### src/rtl/bicb_pkg.sv
// ---------------------------------------------------------------------------
// bicb_pkg: shared types and constants for the box-in-brush test
// Operation codes, fixed-point format constants and the product bundle
// passed from the multiply stage to the plane evaluation.
// ---------------------------------------------------------------------------
package bicb_pkg;

	localparam int MAX_SIDES        = 256;
	localparam int NORMAL_FRAC_BITS = 16;
	localparam int SIDE_CNT_W       = $clog2(MAX_SIDES + 1);

	typedef enum logic [2:0] {
		OP_QUERY  = 3'd0,
		OP_BOUNDS = 3'd1,
		OP_CORNER = 3'd2,
		OP_HEADER = 3'd3,
		OP_SIDE   = 3'd4
	} op_t;

	typedef logic signed [31:0] coord_t;

	// per-axis products of one side plane, registered after the multipliers
	typedef struct packed {
		logic signed [64:0] pn_x;     // (start [+ corner]) * n
		logic signed [64:0] pn_y;
		logic signed [64:0] pn_z;
		logic signed [63:0] on_x;     // sphere offset * n
		logic signed [63:0] on_y;
		logic signed [63:0] on_z;
		logic signed [32:0] dist_sum; // plane distance, plus radius in capsule mode
		logic               sphere;
	} plane_prod_t;

endpackage

### src/rtl/bicb_plane_eval.sv
// ---------------------------------------------------------------------------
// bicb_plane_eval: side plane distance sign
// Sums the registered products exactly and flags a test point that lies
// strictly in front of the plane.
// ---------------------------------------------------------------------------
module bicb_plane_eval (
	input  bicb_pkg::plane_prod_t prod,
	output logic                  in_front
);

	logic signed [67:0] sum_p;
	logic signed [67:0] sum_o;
	logic signed [67:0] off_term;
	logic signed [67:0] dist_term;
	logic signed [67:0] total;
	logic               off_front;

	always_comb begin
		sum_p = 68'($signed(prod.pn_x)) + 68'($signed(prod.pn_y)) + 68'($signed(prod.pn_z));
		sum_o = 68'($signed(prod.on_x)) + 68'($signed(prod.on_y)) + 68'($signed(prod.on_z));
		off_front = (sum_o > 68'sd0);
		// capsule: test point is start minus offset when offset faces the normal
		if (prod.sphere) begin
			off_term = off_front ? -sum_o : sum_o;
		end else begin
			off_term = '0;
		end
		dist_term = 68'($signed(prod.dist_sum)) <<< bicb_pkg::NORMAL_FRAC_BITS;
		total     = sum_p + off_term - dist_term;
		in_front  = (total > 68'sd0);
	end

endmodule

### config.mk
export PLATFORM = sky130hd
export DESIGN_NAME = bicb_plane_eval
export DESIGN_NICKNAME = d
export VERILOG_FILES = /design/src/rtl/bicb_pkg.sv /design/src/rtl/bicb_plane_eval.sv
export SDC_FILE = /design/constraint.sdc
export NUM_CORES = 1
export LEC_CHECK = 0
export BUFFER_PORTS_ARGS = -buffer_cell sky130_fd_sc_hd__buf_2
export CAP_MARGIN = 30
export CORE_ASPECT_RATIO = 0.5
export CORE_MARGIN = 2
export CORE_UTILIZATION = 35
export DETAILED_ROUTE_END_ITERATION = 8
export SLEW_MARGIN = 40
export SYNTH_ARGS = -nofsm -noshare
export SYNTH_HDL_FRONTEND = slang
export SYNTH_SLANG_ARGS = --single-unit
### constraint.sdc
create_clock -name vclk -period 16.5
set_input_delay 2.475 -clock vclk [all_inputs]
set_output_delay 2.475 -clock vclk [all_outputs]
set_load 0.005 [all_outputs]
==> Word-level counts from Yosys, hierarchy flattened <==
Index checks and enable logic that the tools add are counted.
{ "totals": {"register_bits": 0, "inputBits": 421, "out_inout_bits": 1} }
{ "op_classes": {"n_addsub": 7, "n_lt_le_gt_ge": 2, "muxes": 2} }
{ "op_table": {"columns": ["operator", "n"], "rows": [
  ["$mux W68", 2],
  ["$add A67 B68 Y68", 1],
  ["$gt A68 B1 Y1 const B", 1],
  ["$neg A66 Y68", 1],
  ["$sub A68 B49 Y68", 1],
  ["$add A66 B65 Y67", 1],
  ["$add A65 B64 Y66", 1],
  ["$add A65 B65 Y66", 1],
  ["$gt A66 B1 Y1 const B", 1],
  ["$add A64 B64 Y65", 1]
]} }

==> Longest topological paths before layout <==
Gate-level depths: netlist of the first run.
{ "logic_depth": {"ltp_word": 8, "depth_mapped": 37, "mapped_depth_nobuf": 35} }

==> Worst setup path after synthesis of the first run <==
Ideal clock, no wire load.
{ "synth_timing": {"kind": "input -> output", "startpoint": "input port prod[35] (netlist bit)", "endpoint": "output port in_front", "t_arrival_ns": 10.620, "t_required_ns": 14.025, "setup_slack_ns": 3.405, "stages": 36, "path_cell_list": "inv_1 -> fa_1 -> inv_1 -> ha_1 -> inv_1 -> fa_1 -> nand2b_1 -> a21bo_2 -> a2111o_1 -> a21oi_1 -> a211oi_2 -> xnor2_1 -> a2111o_1 -> nor4_4 -> nand4_4 -> o41a_1 -> buf_2 -> mux2_1 -> nand2_1 -> fa_1 -> inv_1 -> ha_1 -> inv_1 -> fa_1 -> nand2b_1 -> a21oi_1 -> o211ai_1 -> a2111oi_0 -> o211ai_1 -> a211oi_1 -> o211ai_1 -> a21boi_0 -> o2111a_1 -> o32ai_1 -> nor4_1 -> nor2_1"} }
{ "synth_between": {"elab_chain_cells": 7, "word_cells_on_any_way": 8, "classes_between": "4 x add/sub; 2 x order compare; 2 x mux"} }
{ "synth_lines": {"columns": ["item", "line", "text"], "rows": [
  ["start: declaration", "bicb_plane_eval.sv:7", "input bicb_pkg::plane_prod_t prod,"],
  ["$add A65 B64 Y66 (*)", "bicb_plane_eval.sv:20", "sum_o = 68'($signed(prod.on_x)) + 68'($signed(prod.on_y)) + 68'($signed(prod.on_z));"],
  ["$neg A66 Y68 / $gt A66 B1 Y1 (equally long branches)", "bicb_plane_eval.sv:24, bicb_plane_eval.sv:21", null],
  ["$mux W68 (*)", "bicb_plane_eval.sv:24", "off_term = off_front ? -sum_o : sum_o;"],
  ["$mux W68 (*)", "bicb_plane_eval.sv:23", "if (prod.sphere) begin"],
  ["$add A67 B68 Y68 (*)", "bicb_plane_eval.sv:29", "total = sum_p + off_term - dist_term;"],
  ["$sub A68 B49 Y68 (*)", "bicb_plane_eval.sv:29", null],
  ["$gt A68 B1 Y1 (*)", "bicb_plane_eval.sv:30", "in_front = (total > 68'sd0);"],
  ["end: declaration", "bicb_plane_eval.sv:8", "output logic in_front"]
]} }
Every way passes the cells marked *; elsewhere a longest branch is shown, timed or not.

==> Final worst setup path of the first run <==
{ "layout_timing": {"startpoint": "input port prod[69] (netlist bit)", "endpoint": "output port in_front"} }
Same word-level chain as after synthesis.

==> metrics.txt, run 1 <==
# TYPE chip_impl_metric gauge
chip_impl_info{name="worst_setup_path_end_kind",value="primary output"} 1
chip_impl_metric{name="count_of_input_and_output_buffers",unit=""} 422
chip_impl_metric{name="final-hold-violation-count",unit=""} 0
chip_impl_metric{name="critical_path.n_buffers_inverters",unit=""} 5
chip_impl_metric{name="mappedNetlistArea",unit="µm²"} 18680
chip_impl_metric{name="floorplan.initialDensity",unit=""} 0.3569
chip_impl_metric{name="detailedPlacementHpwl",unit="µm"} 58040
chip_impl_metric{name="drtPass1Iterations",unit=""} 6
chip_impl_info{name="worstSetupStartpointType",value="input port"} 1
chip_impl_metric{name="worst_slack",unit="ps"} 1092
chip_impl_metric{name="synth_largest_type_area_fraction",unit=""} 0.2636
chip_impl_metric{name="drive_gt1_frac",unit=""} 0.1725
chip_impl_metric{name="core",unit="µm²"} 52340
chip_impl_metric{name="layout_worst_path_cycle_share",unit=""} 0.9338
chip_impl_metric{name="place.gp.congestion",unit=""} 0.9912
chip_impl_metric{name="remaining_drc_errors",unit=""} 0
chip_impl_info{name="layout.cells.most_common",value="sky130_fd_sc_hd__inv_1"} 1
chip_impl_metric{name="post_cts.resized_instances",unit=""} 0
chip_impl_metric{name="slew_headroom",unit=""} 0.3852
chip_impl_info{name="worst_setup_path_startpoint",value="prod[69]"} 1
chip_impl_metric{name="routed-via-count",unit=""} 19931
chip_impl_metric{name="floorplan.io_pins",unit=""} 422
chip_impl_metric{name="finalNetCount",unit=""} 3716
chip_impl_metric{name="max_cap_viol_count",unit=""} 0
chip_impl_metric{name="num-clock-buffers",unit=""} 0
chip_impl_metric{name="area_growth",unit="%"} 14.18
chip_impl_metric{name="max_clock_freq",unit="GHz"} 0.06490
chip_impl_metric{name="chipWidth",unit="µm"} 330.7
chip_impl_metric{name="final.setup.tns",unit="ps"} 0
chip_impl_metric{name="ff_latch_area",unit="µm²"} 0
chip_impl_metric{name="route.detailed.vias_per_inst",unit=""} 5.535
chip_impl_info{name="synth.area.top_cells",value="sky130_fd_sc_hd__fa_1, sky130_fd_sc_hd__ha_1, sky130_fd_sc_hd__inv_1"} 1
chip_impl_info{name="criticalPathCategory",value="input port to primary output"} 1
chip_impl_metric{name="setup_viol",unit=""} 0
chip_impl_metric{name="filler_cell_count",unit=""} 5501
chip_impl_metric{name="peakVddDrop",unit="mV"} 0.07881
chip_impl_metric{name="cp.depth",unit=""} 33
chip_impl_metric{name="yosysUniqueCellTypes",unit=""} 93
chip_impl_metric{name="synth.net_count",unit=""} 3383
chip_impl_metric{name="die-height",unit="µm"} 167.4
chip_impl_metric{name="required",unit="ps"} 14030
chip_impl_metric{name="antenna_left",unit=""} 0
chip_impl_metric{name="std_cell_rows",unit=""} 59
chip_impl_metric{name="globalRouteTotalUtil",unit=""} 0.2307
chip_impl_metric{name="final_area",unit="µm²"} 21330
chip_impl_info{name="path_class_of_the_lowest_slack_min_delay_path",value="input port to primary output"} 1
chip_impl_info{name="cpLargestDelayFamily",value="compound AO/OA/AOI/OAI gates"} 1
chip_impl_metric{name="wire_length_of_the_first_global_routing_pass",unit="µm"} 102500
chip_impl_info{name="cp-endpoint",value="in_front"} 1
chip_impl_metric{name="place_area",unit="µm²"} 21310
chip_impl_info{name="status",value="complete, no violations"} 1
chip_impl_metric{name="leakage_power",unit="nW"} 10.55
chip_impl_metric{name="max_stage_delay",unit="ps"} 730
chip_impl_metric{name="synth_cells",unit=""} 2567
chip_impl_metric{name="maxSlewViolCount",unit=""} 0
chip_impl_metric{name="drt_iter0_drc",unit=""} 1595
chip_impl_metric{name="design.seq.count",unit=""} 0
chip_impl_info{name="synth_top_area_cell",value="sky130_fd_sc_hd__fa_1"} 1
chip_impl_metric{name="grt.overflow.total",unit=""} 0
chip_impl_metric{name="buffers_inserted_during_post_cts_setup_optimization",unit=""} 0
chip_impl_metric{name="synth.yosys.warnings",unit=""} 0
chip_impl_metric{name="maximum_number_of_pins_on_one_net_before_global_route_repair",unit=""} 60
chip_impl_metric{name="synth_seq_area_share",unit=""} 0
chip_impl_metric{name="cp.arrival",unit="ps"} 12930
chip_impl_metric{name="ctsHoldBuffers",unit=""} 0
chip_impl_info{name="timing.critical_path.slowest_stage_cell",value="sky130_fd_sc_hd__nor4_1"} 1
chip_impl_info{name="final_cell_mix",value="sky130_fd_sc_hd__inv_1, sky130_fd_sc_hd__buf_2, sky130_fd_sc_hd__fa_1"} 1
chip_impl_metric{name="antenna_violations_before_repair",unit=""} 2
chip_impl_metric{name="vias_in_the_first_global_route",unit=""} 18979
chip_impl_metric{name="timing.critical_path.fanout_max",unit=""} 24
chip_impl_metric{name="worst_slew_pin_slew",unit="ps"} 922.2
chip_impl_metric{name="wl_cell",unit="µm"} 18.17
chip_impl_metric{name="totalWireLength",unit="µm"} 65430
chip_impl_metric{name="overall_die_area",unit="µm²"} 55350
chip_impl_metric{name="period_needed",unit="ps"} 15410
chip_impl_info{name="setup_repair_after_global_routing_missed_its_margin",value="no"} 1
chip_impl_metric{name="dp_worst_setup_slack",unit="ps"} 1144
chip_impl_metric{name="post_synth.cell_area_avg",unit="µm²"} 7.277
chip_impl_metric{name="power.density_cell_area",unit="nW/µm²"} 157.3
logic make-up after synthesis:
kind of cell | Yosys count | synth area share
fa+ha+maj | 395 | 0.3635
xor+xnor | 81 | 0.03838
compound gates | 712 | 0.2519
simple gates | 781 | 0.2149
mux | 21 | 0.01159
buf+inv | 577 | 0.1198
worst min-delay path by stage:
stage	slack (ps)	startpoint	cells after the start	to
floorplan	5380	prod[0]	4	in_front
global placement	5960	prod[420]	8	in_front
detailed placement	5970	prod[0]	6	in_front
CTS	5970	prod[0]	6	in_front
global route	6040	prod[0]	6	in_front
finish	5950	prod[420]	8	in_front
area by class of cell:
| cell class | instances | area (µm²) | share of cell area |
|---|---|---|---|
| timing repair buffer | 433 | 2191 | 0.1027 |
| multi-input combinational | 1990 | 16470 | 0.7723 |
| antenna | 2 | 5.005 | 0.0002347 |
| tap | 701 | 877.1 | 0.04112 |
| inverter | 475 | 1783 | 0.08360 |
report_power, final:
group | leakage, nW | switching (mW) | internal, mW | total [mW]
clock network | 0.0000127 | 0 | 0.0000000162 | 0.0000000162
logic | 10.5 | 2.14 | 1.22 | 3.35
registers | 0 | 0 | 0 | 0
tightest hold or removal path, stage by stage:
cell	delay (ps)
sky130_fd_sc_hd__buf_2	120
sky130_fd_sc_hd__fa_1	220
sky130_fd_sc_hd__ha_1	150
sky130_fd_sc_hd__xor2_1	70
sky130_fd_sc_hd__xnor2_1	130
sky130_fd_sc_hd__xnor2_1	140
sky130_fd_sc_hd__nor2_1	50
sky130_fd_sc_hd__buf_2	120
Yosys cell counts (27+ instances only):
cell / instances
sky130_fd_sc_hd__fa_1: 246
sky130_fd_sc_hd__clkbuf_1: 70
sky130_fd_sc_hd__xnor2_1: 54
sky130_fd_sc_hd__nand2_1: 202
sky130_fd_sc_hd__nor4_1: 28
sky130_fd_sc_hd__a21o_1: 50
sky130_fd_sc_hd__o21ai_0: 115
sky130_fd_sc_hd__and2_1: 28
sky130_fd_sc_hd__o21a_1: 46
sky130_fd_sc_hd__nand3_1: 62
sky130_fd_sc_hd__a31oi_1: 35
sky130_fd_sc_hd__nor2_1: 152
sky130_fd_sc_hd__a21oi_1: 191
sky130_fd_sc_hd__a211oi_1: 27
sky130_fd_sc_hd__or3_1: 30
sky130_fd_sc_hd__nand4_1: 66
sky130_fd_sc_hd__nor3_1: 76
sky130_fd_sc_hd__ha_1: 149
sky130_fd_sc_hd__and3_1: 39
sky130_fd_sc_hd__inv_1: 475
sky130_fd_sc_hd__o21ai_1: 39
per-stage QoR:
step	hold slack (ps)	power [mW]	util	instances
final	5951	3.355	0.4075	3601
after global routing	6043	3.702	0.4075	3601
after CTS	5968	3.270	0.4071	3598
after detailed placement	5965	3.250	0.4071	3598
after global placement	5963	3.256	0.4066	3597
after floorplan	5385	2.347	-	2567
layer usage:
| metal | vias up | part of all wire | global-route usage |
|---|---|---|---|
| met1 | 9603 | 0.47 | 0.3503 |
| met4 | 2 | 0.012 | 0.02558 |
| li1 | 9541 | - | - |
| met3 | 52 | 0.084 | 0.03921 |
| met2 | 733 | 0.43 | 0.3468 |
| met5 | - | 0.0023 | 0.01913 |
No activity file was read; power rests on OpenSTA's default activity.
==> inputs of run 2 (changes only) <==
--- a/config.mk
+++ b/config.mk
@@ -8,10 +8,10 @@
 export BUFFER_PORTS_ARGS = -buffer_cell sky130_fd_sc_hd__buf_2
 export CAP_MARGIN = 30
 export CORE_ASPECT_RATIO = 0.5
-export CORE_MARGIN = 2
 export CORE_UTILIZATION = 35
 export DETAILED_ROUTE_END_ITERATION = 8
 export SLEW_MARGIN = 40
 export SYNTH_ARGS = -nofsm -noshare
 export SYNTH_HDL_FRONTEND = slang
 export SYNTH_SLANG_ARGS = --single-unit
+export TNS_END_PERCENT = 10
==> run 2 against run 1 <==
Against the previous run:
- the flow now finishes with violations (DRC)
- sequential share of layout area is the same
- sequential cell count unchanged
- first-iteration DRC count increased by 2.6%
- die area down 1.8%
- clock-buffer cell count stayed put
- core utilization fell by 0.077 points
- cell area shrank 0.19%
- final cell count down 0.17%
- via count shrank 1.1%
- combinational power about the same
- maximum frequency shrank 0.19%
- global-route usage increased by 0.19 points
==> metrics.txt, run 2 (synthesized netlist as in run 1, its figures left out) <==
# TYPE chip_impl_metric gauge
chip_impl_metric{name="buffers_inserted_during_post_cts_setup_optimization",unit=""} 0
chip_impl_metric{name="drtPass1Iterations",unit=""} 9
chip_impl_metric{name="wire_length_of_the_first_global_routing_pass",unit="µm"} 100100
chip_impl_metric{name="final_cell_count_no_fill",unit=""} 3595
chip_impl_metric{name="chipWidth",unit="µm"} 328.7
chip_impl_info{name="layout.cells.most_common",value="sky130_fd_sc_hd__inv_1"} 1
chip_impl_metric{name="power.share.combinational",unit=""} 1.000
chip_impl_metric{name="ctsHoldBuffers",unit=""} 0
chip_impl_metric{name="peakVddDrop",unit="mV"} 0.07276
chip_impl_metric{name="maxSlewViolCount",unit=""} 0
chip_impl_info{name="violations",value="DRC"} 1
chip_impl_metric{name="std_cell_rows",unit=""} 59
chip_impl_metric{name="globalRouteTotalUtil",unit=""} 0.2325
chip_impl_metric{name="design.seq.count",unit=""} 0
chip_impl_metric{name="cell_internal_pwr",unit="mW"} 1.211
chip_impl_info{name="worstSetupStartpointType",value="input port"} 1
chip_impl_info{name="status",value="finished with violations"} 1
chip_impl_metric{name="die-height",unit="µm"} 165.4
chip_impl_metric{name="timing.critical_path.fanout_max",unit=""} 57
chip_impl_metric{name="num_antenna_cells",unit=""} 0
chip_impl_metric{name="finalNetCount",unit=""} 3712
chip_impl_metric{name="required",unit="ps"} 14030
chip_impl_metric{name="maximum_number_of_pins_on_one_net_before_global_route_repair",unit=""} 60
chip_impl_metric{name="floorplan.initialDensity",unit=""} 0.3569
chip_impl_metric{name="remaining_drc_errors",unit=""} 9
chip_impl_metric{name="cp.arrival",unit="ps"} 12960
chip_impl_info{name="worst_setup_path_end_kind",value="primary output"} 1
chip_impl_metric{name="clkPwrFrac",unit=""} 0
chip_impl_metric{name="detailedPlacementHpwl",unit="µm"} 57530
chip_impl_metric{name="grt.overflow.total",unit=""} 0
chip_impl_metric{name="grtUsageMet1",unit=""} 0.3490
chip_impl_metric{name="wl_cell",unit="µm"} 17.94
chip_impl_metric{name="floorplan.io_pins",unit=""} 422
chip_impl_info{name="criticalPathCategory",value="input port to primary output"} 1
chip_impl_metric{name="antenna_violations_before_repair",unit=""} 0
chip_impl_info{name="path_class_of_the_lowest_slack_min_delay_path",value="input port to primary output"} 1
chip_impl_metric{name="overall_die_area",unit="µm²"} 54350
chip_impl_metric{name="layout_worst_path_cycle_share",unit=""} 0.9356
chip_impl_metric{name="totalWireLength",unit="µm"} 64500
chip_impl_metric{name="setup_viol",unit=""} 0
chip_impl_metric{name="drive_gt1_frac",unit=""} 0.1714
chip_impl_metric{name="ff_latch_area",unit="µm²"} 0
chip_impl_metric{name="post_cts.resized_instances",unit=""} 0
chip_impl_metric{name="max_stage_delay",unit="ps"} 780
chip_impl_metric{name="switchingPower",unit="mW"} 2.111
chip_impl_metric{name="power_switching_share",unit=""} 0.6353
chip_impl_metric{name="worst_slew_pin_slew",unit="ps"} 881.7
chip_impl_metric{name="vias_in_the_first_global_route",unit=""} 18328
chip_impl_metric{name="period_needed",unit="ps"} 15440
chip_impl_metric{name="drt_iter0_drc",unit=""} 1637
chip_impl_metric{name="core",unit="µm²"} 52340
chip_impl_metric{name="max_cap_viol_count",unit=""} 0
chip_impl_metric{name="area_growth",unit="%"} 13.97
chip_impl_metric{name="num-clock-buffers",unit=""} 0
chip_impl_info{name="final_cell_mix",value="sky130_fd_sc_hd__inv_1, sky130_fd_sc_hd__buf_2, sky130_fd_sc_hd__fa_1"} 1
chip_impl_metric{name="max_clock_freq",unit="GHz"} 0.06478
chip_impl_metric{name="leakage_power",unit="nW"} 10.53
chip_impl_metric{name="totalPowerFinal",unit="mW"} 3.322
chip_impl_metric{name="power.density_cell_area",unit="nW/µm²"} 156.1
chip_impl_info{name="timing.critical_path.slowest_stage_cell",value="sky130_fd_sc_hd__a2111oi_0"} 1
chip_impl_metric{name="placed_cells",unit=""} 3595
chip_impl_metric{name="antenna_left",unit=""} 0
chip_impl_metric{name="final-hold-violation-count",unit=""} 0
chip_impl_metric{name="slew_headroom",unit=""} 0.3970
chip_impl_metric{name="grt.met3_usage",unit=""} 0.03954
chip_impl_info{name="busiest_layer",value="met2"} 1
chip_impl_metric{name="place.gp.congestion",unit=""} 0.9714
chip_impl_metric{name="groute.layer.met2.usage",unit=""} 0.3596
chip_impl_metric{name="count_of_input_and_output_buffers",unit=""} 422
chip_impl_metric{name="filler_cell_count",unit=""} 5545
chip_impl_metric{name="routed-via-count",unit=""} 19702
chip_impl_metric{name="route.detailed.vias_per_inst",unit=""} 5.480
chip_impl_metric{name="final.setup.tns",unit="ps"} 0
chip_impl_metric{name="power.share.sequential",unit=""} 0
chip_impl_info{name="setup_repair_after_global_routing_missed_its_margin",value="no"} 1
[run 2: cell count changes in the layout (fill, tap and decap cells not counted)]
cell / delta
sky130_fd_sc_hd__buf_4: -4
sky130_fd_sc_hd__a211oi_2: -1
sky130_fd_sc_hd__o31ai_1: -1
sky130_fd_sc_hd__a211oi_1: +1
sky130_fd_sc_hd__o31ai_2: +1
sky130_fd_sc_hd__nor4b_2: -1
sky130_fd_sc_hd__mux2i_1: -1
sky130_fd_sc_hd__a2111oi_0: +2
sky130_fd_sc_hd__a2111oi_1: -2
sky130_fd_sc_hd__diode_2: -2
sky130_fd_sc_hd__mux2i_2: +1
sky130_fd_sc_hd__nor4b_1: +1
[run 2: worst paths after layout]
kind,start,end,slack [ps],cells after the start
worst max-delay path,prod[35],in_front,1060,36
worst min-delay path,prod[0],in_front,5970,6
[run 2: worst max-delay path, delay by kind of cell]
family,cells,cell delay [ps]
AOI/OAI and AO/OA,13,5100
and+or+nand+nor,11,2550
adders and majority gates,5,1830
buffers and inverters,7,950
[run 2: layout make-up]
type	instances	area, µm²	area share
Multi-Input combinational cell	1990	16470	0.7735
Inverter	475	1783	0.08375
Timing Repair Buffer	429	2161	0.1015
Tap cell	701	877.1	0.04120
[run 2: routing by layer]
metal	routed length, µm	vias up
met1	30520	9480
met3	5547	37
met4	519	0
li1	-	9527
met5	0	-
met2	27910	658
[run 2: per-stage QoR]
step                      instance area [µm²]  setup slack (ps)  hold slack (ps)  utilization
after floorplan                         18680              3405             5385            -
after global placement                  21260              1260             5964       0.4062
after detailed placement                21280              1252             5966       0.4067
after CTS                               21280              1199             5968       0.4067
after global routing                    21290             305.0             6054       0.4067
final                                   21290              1063             5968       0.4067
[run 2: power groups by stage]
stage	clock [mW]	combinational, mW	sequential (mW)
finish	0	3.32	0
global route	0	3.69	0
CTS	0	3.27	0
detailed placement	0	3.24	0
global placement	0	3.25	0
floorplan	0	2.35	0
==> inputs of run 3 (changes only) <==
--- a/config.mk
+++ b/config.mk
@@ -5,6 +5,7 @@
 export SDC_FILE = /design/constraint.sdc
 export NUM_CORES = 1
 export LEC_CHECK = 0
+export ABC_AREA = 1
 export BUFFER_PORTS_ARGS = -buffer_cell sky130_fd_sc_hd__buf_2
 export CAP_MARGIN = 30
 export CORE_ASPECT_RATIO = 0.5
==> run 3 against run 2 <==
Against the previous run:
- the run now ends clean
- largest cell class unchanged
- routed wire length up 30%
- critical path depth increased by 8
- largest power group unchanged
- cell area increased by 14%
- highest routed layer unchanged
- synthesized cell count increased by 46%
- via count is 22% higher
==> metrics.txt, run 3 <==
# TYPE chip_impl_metric gauge
chip_impl_metric{name="synth_cells",unit=""} 3756
chip_impl_metric{name="place.gp.congestion",unit=""} 0.9740
chip_impl_metric{name="routed-via-count",unit=""} 24075
chip_impl_info{name="status",value="complete, no violations"} 1
chip_impl_metric{name="synth_largest_type_area_fraction",unit=""} 0.2332
chip_impl_info{name="timing.critical_path.slowest_stage_cell",value="sky130_fd_sc_hd__nor3_1"} 1
chip_impl_info{name="layout.cells.most_common",value="sky130_fd_sc_hd__nand2_1"} 1
chip_impl_info{name="synth_most_common_cell",value="sky130_fd_sc_hd__nand2_1"} 1
chip_impl_metric{name="floorplan.initialDensity",unit=""} 0.3553
chip_impl_metric{name="final.setup.tns",unit="ps"} 0
chip_impl_metric{name="totalWireLength",unit="µm"} 83710
chip_impl_metric{name="power.density_cell_area",unit="nW/µm²"} 149.8
chip_impl_metric{name="yosysUniqueCellTypes",unit=""} 39
chip_impl_metric{name="post_synth.cell_area_avg",unit="µm²"} 5.623
chip_impl_info{name="criticalPathCategory",value="input port to primary output"} 1
chip_impl_metric{name="num_antenna_cells",unit=""} 0
chip_impl_metric{name="grt.overflow.total",unit=""} 0
chip_impl_metric{name="period_needed",unit="ps"} 13080
chip_impl_metric{name="cell_internal_pwr",unit="mW"} 1.123
chip_impl_info{name="critical_path.most_common_cell",value="sky130_fd_sc_hd__nand2_1"} 1
chip_impl_metric{name="peakVddDrop",unit="mV"} 0.06729
chip_impl_metric{name="timing.critical_path.fanout_max",unit=""} 31
chip_impl_info{name="worst_setup_path_end_kind",value="primary output"} 1
chip_impl_metric{name="required",unit="ps"} 14030
chip_impl_metric{name="worst_slew_pin_slew",unit="ps"} 927.0
chip_impl_metric{name="max_cap_viol_count",unit=""} 0
chip_impl_metric{name="num-clock-buffers",unit=""} 0
chip_impl_metric{name="post_cts.resized_instances",unit=""} 0
chip_impl_metric{name="synth_seq_area_share",unit=""} 0
chip_impl_metric{name="buffers_inserted_during_post_cts_setup_optimization",unit=""} 0
chip_impl_info{name="final_cell_mix",value="sky130_fd_sc_hd__nand2_1, sky130_fd_sc_hd__inv_1, sky130_fd_sc_hd__buf_2"} 1
chip_impl_metric{name="ctsHoldBuffers",unit=""} 0
chip_impl_metric{name="power.share.combinational",unit=""} 1.000
chip_impl_metric{name="antenna_left",unit=""} 0
chip_impl_metric{name="synth.yosys.warnings",unit=""} 0
chip_impl_metric{name="maximum_number_of_pins_on_one_net_before_global_route_repair",unit=""} 81
chip_impl_metric{name="max_clock_freq",unit="GHz"} 0.07647
chip_impl_info{name="setup_repair_after_global_routing_missed_its_margin",value="no"} 1
chip_impl_info{name="path_class_of_the_lowest_slack_min_delay_path",value="input port to primary output"} 1
chip_impl_metric{name="count_of_input_and_output_buffers",unit=""} 422
chip_impl_info{name="synth.area.top_cells",value="sky130_fd_sc_hd__fa_1, sky130_fd_sc_hd__nand2_1, sky130_fd_sc_hd__inv_1"} 1
chip_impl_metric{name="globalRouteTotalUtil",unit=""} 0.2709
chip_impl_metric{name="placed_cells",unit=""} 4974
chip_impl_metric{name="drt_iter0_drc",unit=""} 1886
chip_impl_metric{name="antenna_violations_before_repair",unit=""} 0
chip_impl_metric{name="switchingPower",unit="mW"} 2.499
chip_impl_metric{name="wl_cell",unit="µm"} 16.83
chip_impl_metric{name="finalNetCount",unit=""} 4981
chip_impl_metric{name="drtPass1Iterations",unit=""} 5
chip_impl_metric{name="chipWidth",unit="µm"} 349.4
chip_impl_metric{name="area_growth",unit="%"} 14.54
chip_impl_metric{name="power_switching_share",unit=""} 0.6899
chip_impl_metric{name="leakage_power",unit="nW"} 14.25
chip_impl_metric{name="floorplan.io_pins",unit=""} 422
chip_impl_metric{name="maxSlewViolCount",unit=""} 0
chip_impl_metric{name="cp.arrival",unit="ps"} 10600
chip_impl_metric{name="final_cell_count_no_fill",unit=""} 4975
chip_impl_metric{name="std_cell_rows",unit=""} 63
chip_impl_metric{name="wire_length_of_the_first_global_routing_pass",unit="µm"} 128200
chip_impl_metric{name="design.seq.count",unit=""} 0
chip_impl_metric{name="final-hold-violation-count",unit=""} 0
chip_impl_metric{name="detailedPlacementHpwl",unit="µm"} 77010
chip_impl_info{name="worstSetupStartpointType",value="input port"} 1
chip_impl_metric{name="clkPwrFrac",unit=""} 0
chip_impl_metric{name="overall_die_area",unit="µm²"} 61390
chip_impl_info{name="synth_top_area_cell",value="sky130_fd_sc_hd__fa_1"} 1
chip_impl_metric{name="setup_viol",unit=""} 0
chip_impl_metric{name="layout_worst_path_cycle_share",unit=""} 0.7925
chip_impl_metric{name="remaining_drc_errors",unit=""} 0
chip_impl_metric{name="power.share.sequential",unit=""} 0
chip_impl_metric{name="synth.net_count",unit=""} 4572
chip_impl_metric{name="mappedNetlistArea",unit="µm²"} 21120
chip_impl_metric{name="drive_gt1_frac",unit=""} 0.1203
chip_impl_metric{name="max_stage_delay",unit="ps"} 720
chip_impl_metric{name="slew_headroom",unit=""} 0.3773
chip_impl_metric{name="ff_latch_area",unit="µm²"} 0
chip_impl_info{name="netlist_top_cells_count",value="sky130_fd_sc_hd__nand2_1, sky130_fd_sc_hd__inv_1, sky130_fd_sc_hd__nor2_1, sky130_fd_sc_hd__fa_1, sky130_fd_sc_hd__nand3_1"} 1
chip_impl_metric{name="vias_in_the_first_global_route",unit=""} 22861
chip_impl_metric{name="route.detailed.vias_per_inst",unit=""} 4.839
chip_impl_metric{name="final_core_util",unit=""} 0.4070
chip_impl_metric{name="die-height",unit="µm"} 175.7
chip_impl_metric{name="core",unit="µm²"} 59430
-- run 3: cell count changes after synthesis, sizes merged, moves of 29 or more --
cell    delta
nand3    +143
o21ai     -52
nor3      -33
or3       -31
and3      -40
a31oi     -29
nand2    +966
o21a      -41
clkbuf    -63
nor2     +277
inv      +515
xnor2     -39
a21o      -44
-- run 3: logic make-up after synthesis --
| group | Yosys count | synth area share |
|---|---|---|
| compound gates | 345 | 0.09130 |
| simple gates | 1952 | 0.3835 |
| buf+inv | 1010 | 0.1810 |
| fa+ha+maj | 395 | 0.3215 |
| xor+xnor | 54 | 0.02275 |
-- run 3: final cells by class --
type	instances	area (µm²)
repair buffers	425	2135
well taps	812	1016
multi-input cells	2746	17320
inverters	992	3724
fillers	6852	35240
-- run 3: worst paths after layout --
| path | start | end | slack [ps] | cells past startpoint |
|---|---|---|---|---|
| max | prod[35] | in_front | 3420 | 44 |
| min | prod[420] | in_front | 6000 | 8 |
-- run 3: routing by layer --
| layer | global-route usage | share of wire |
|---|---|---|
| met2 | 0.4210 | 0.42 |
| met5 | 0 | 0 |
| met3 | 0.02520 | 0.060 |
| met4 | 0.02997 | 0.014 |
| met1 | 0.4130 | 0.50 |
-- run 3: critical path: cells and delay by family --
| kind | cells | cell delay (ps) |
|---|---|---|
| compound gates | 4 | 920 |
| buf+inv | 7 | 820 |
| fa+ha+maj | 5 | 2020 |
| simple gates | 27 | 4080 |
| xor+xnor | 1 | 250 |
-- run 3: per-stage QoR --
stage	worst slack, ps	hold WS, ps	instance area (µm²)	total power, mW
finish	3423	5999	24190	3.623
global route	2922	6071	24190	4.058
CTS	3526	6001	24170	3.558
detailed placement	3566	5990	24170	3.537
global placement	3523	5976	24160	3.550
floorplan	5924	5366	21120	2.429
-- run 3: power groups by stage --
stage	Combinational (mW)	Clock (mW)	Sequential [mW]
4_1_cts	3.56	0	0
6_report	3.62	0	0
2_1_floorplan	2.43	0	0
3_3_place_gp	3.55	0	0
5_1_grt	4.06	0	0
3_5_place_dp	3.54	0	0
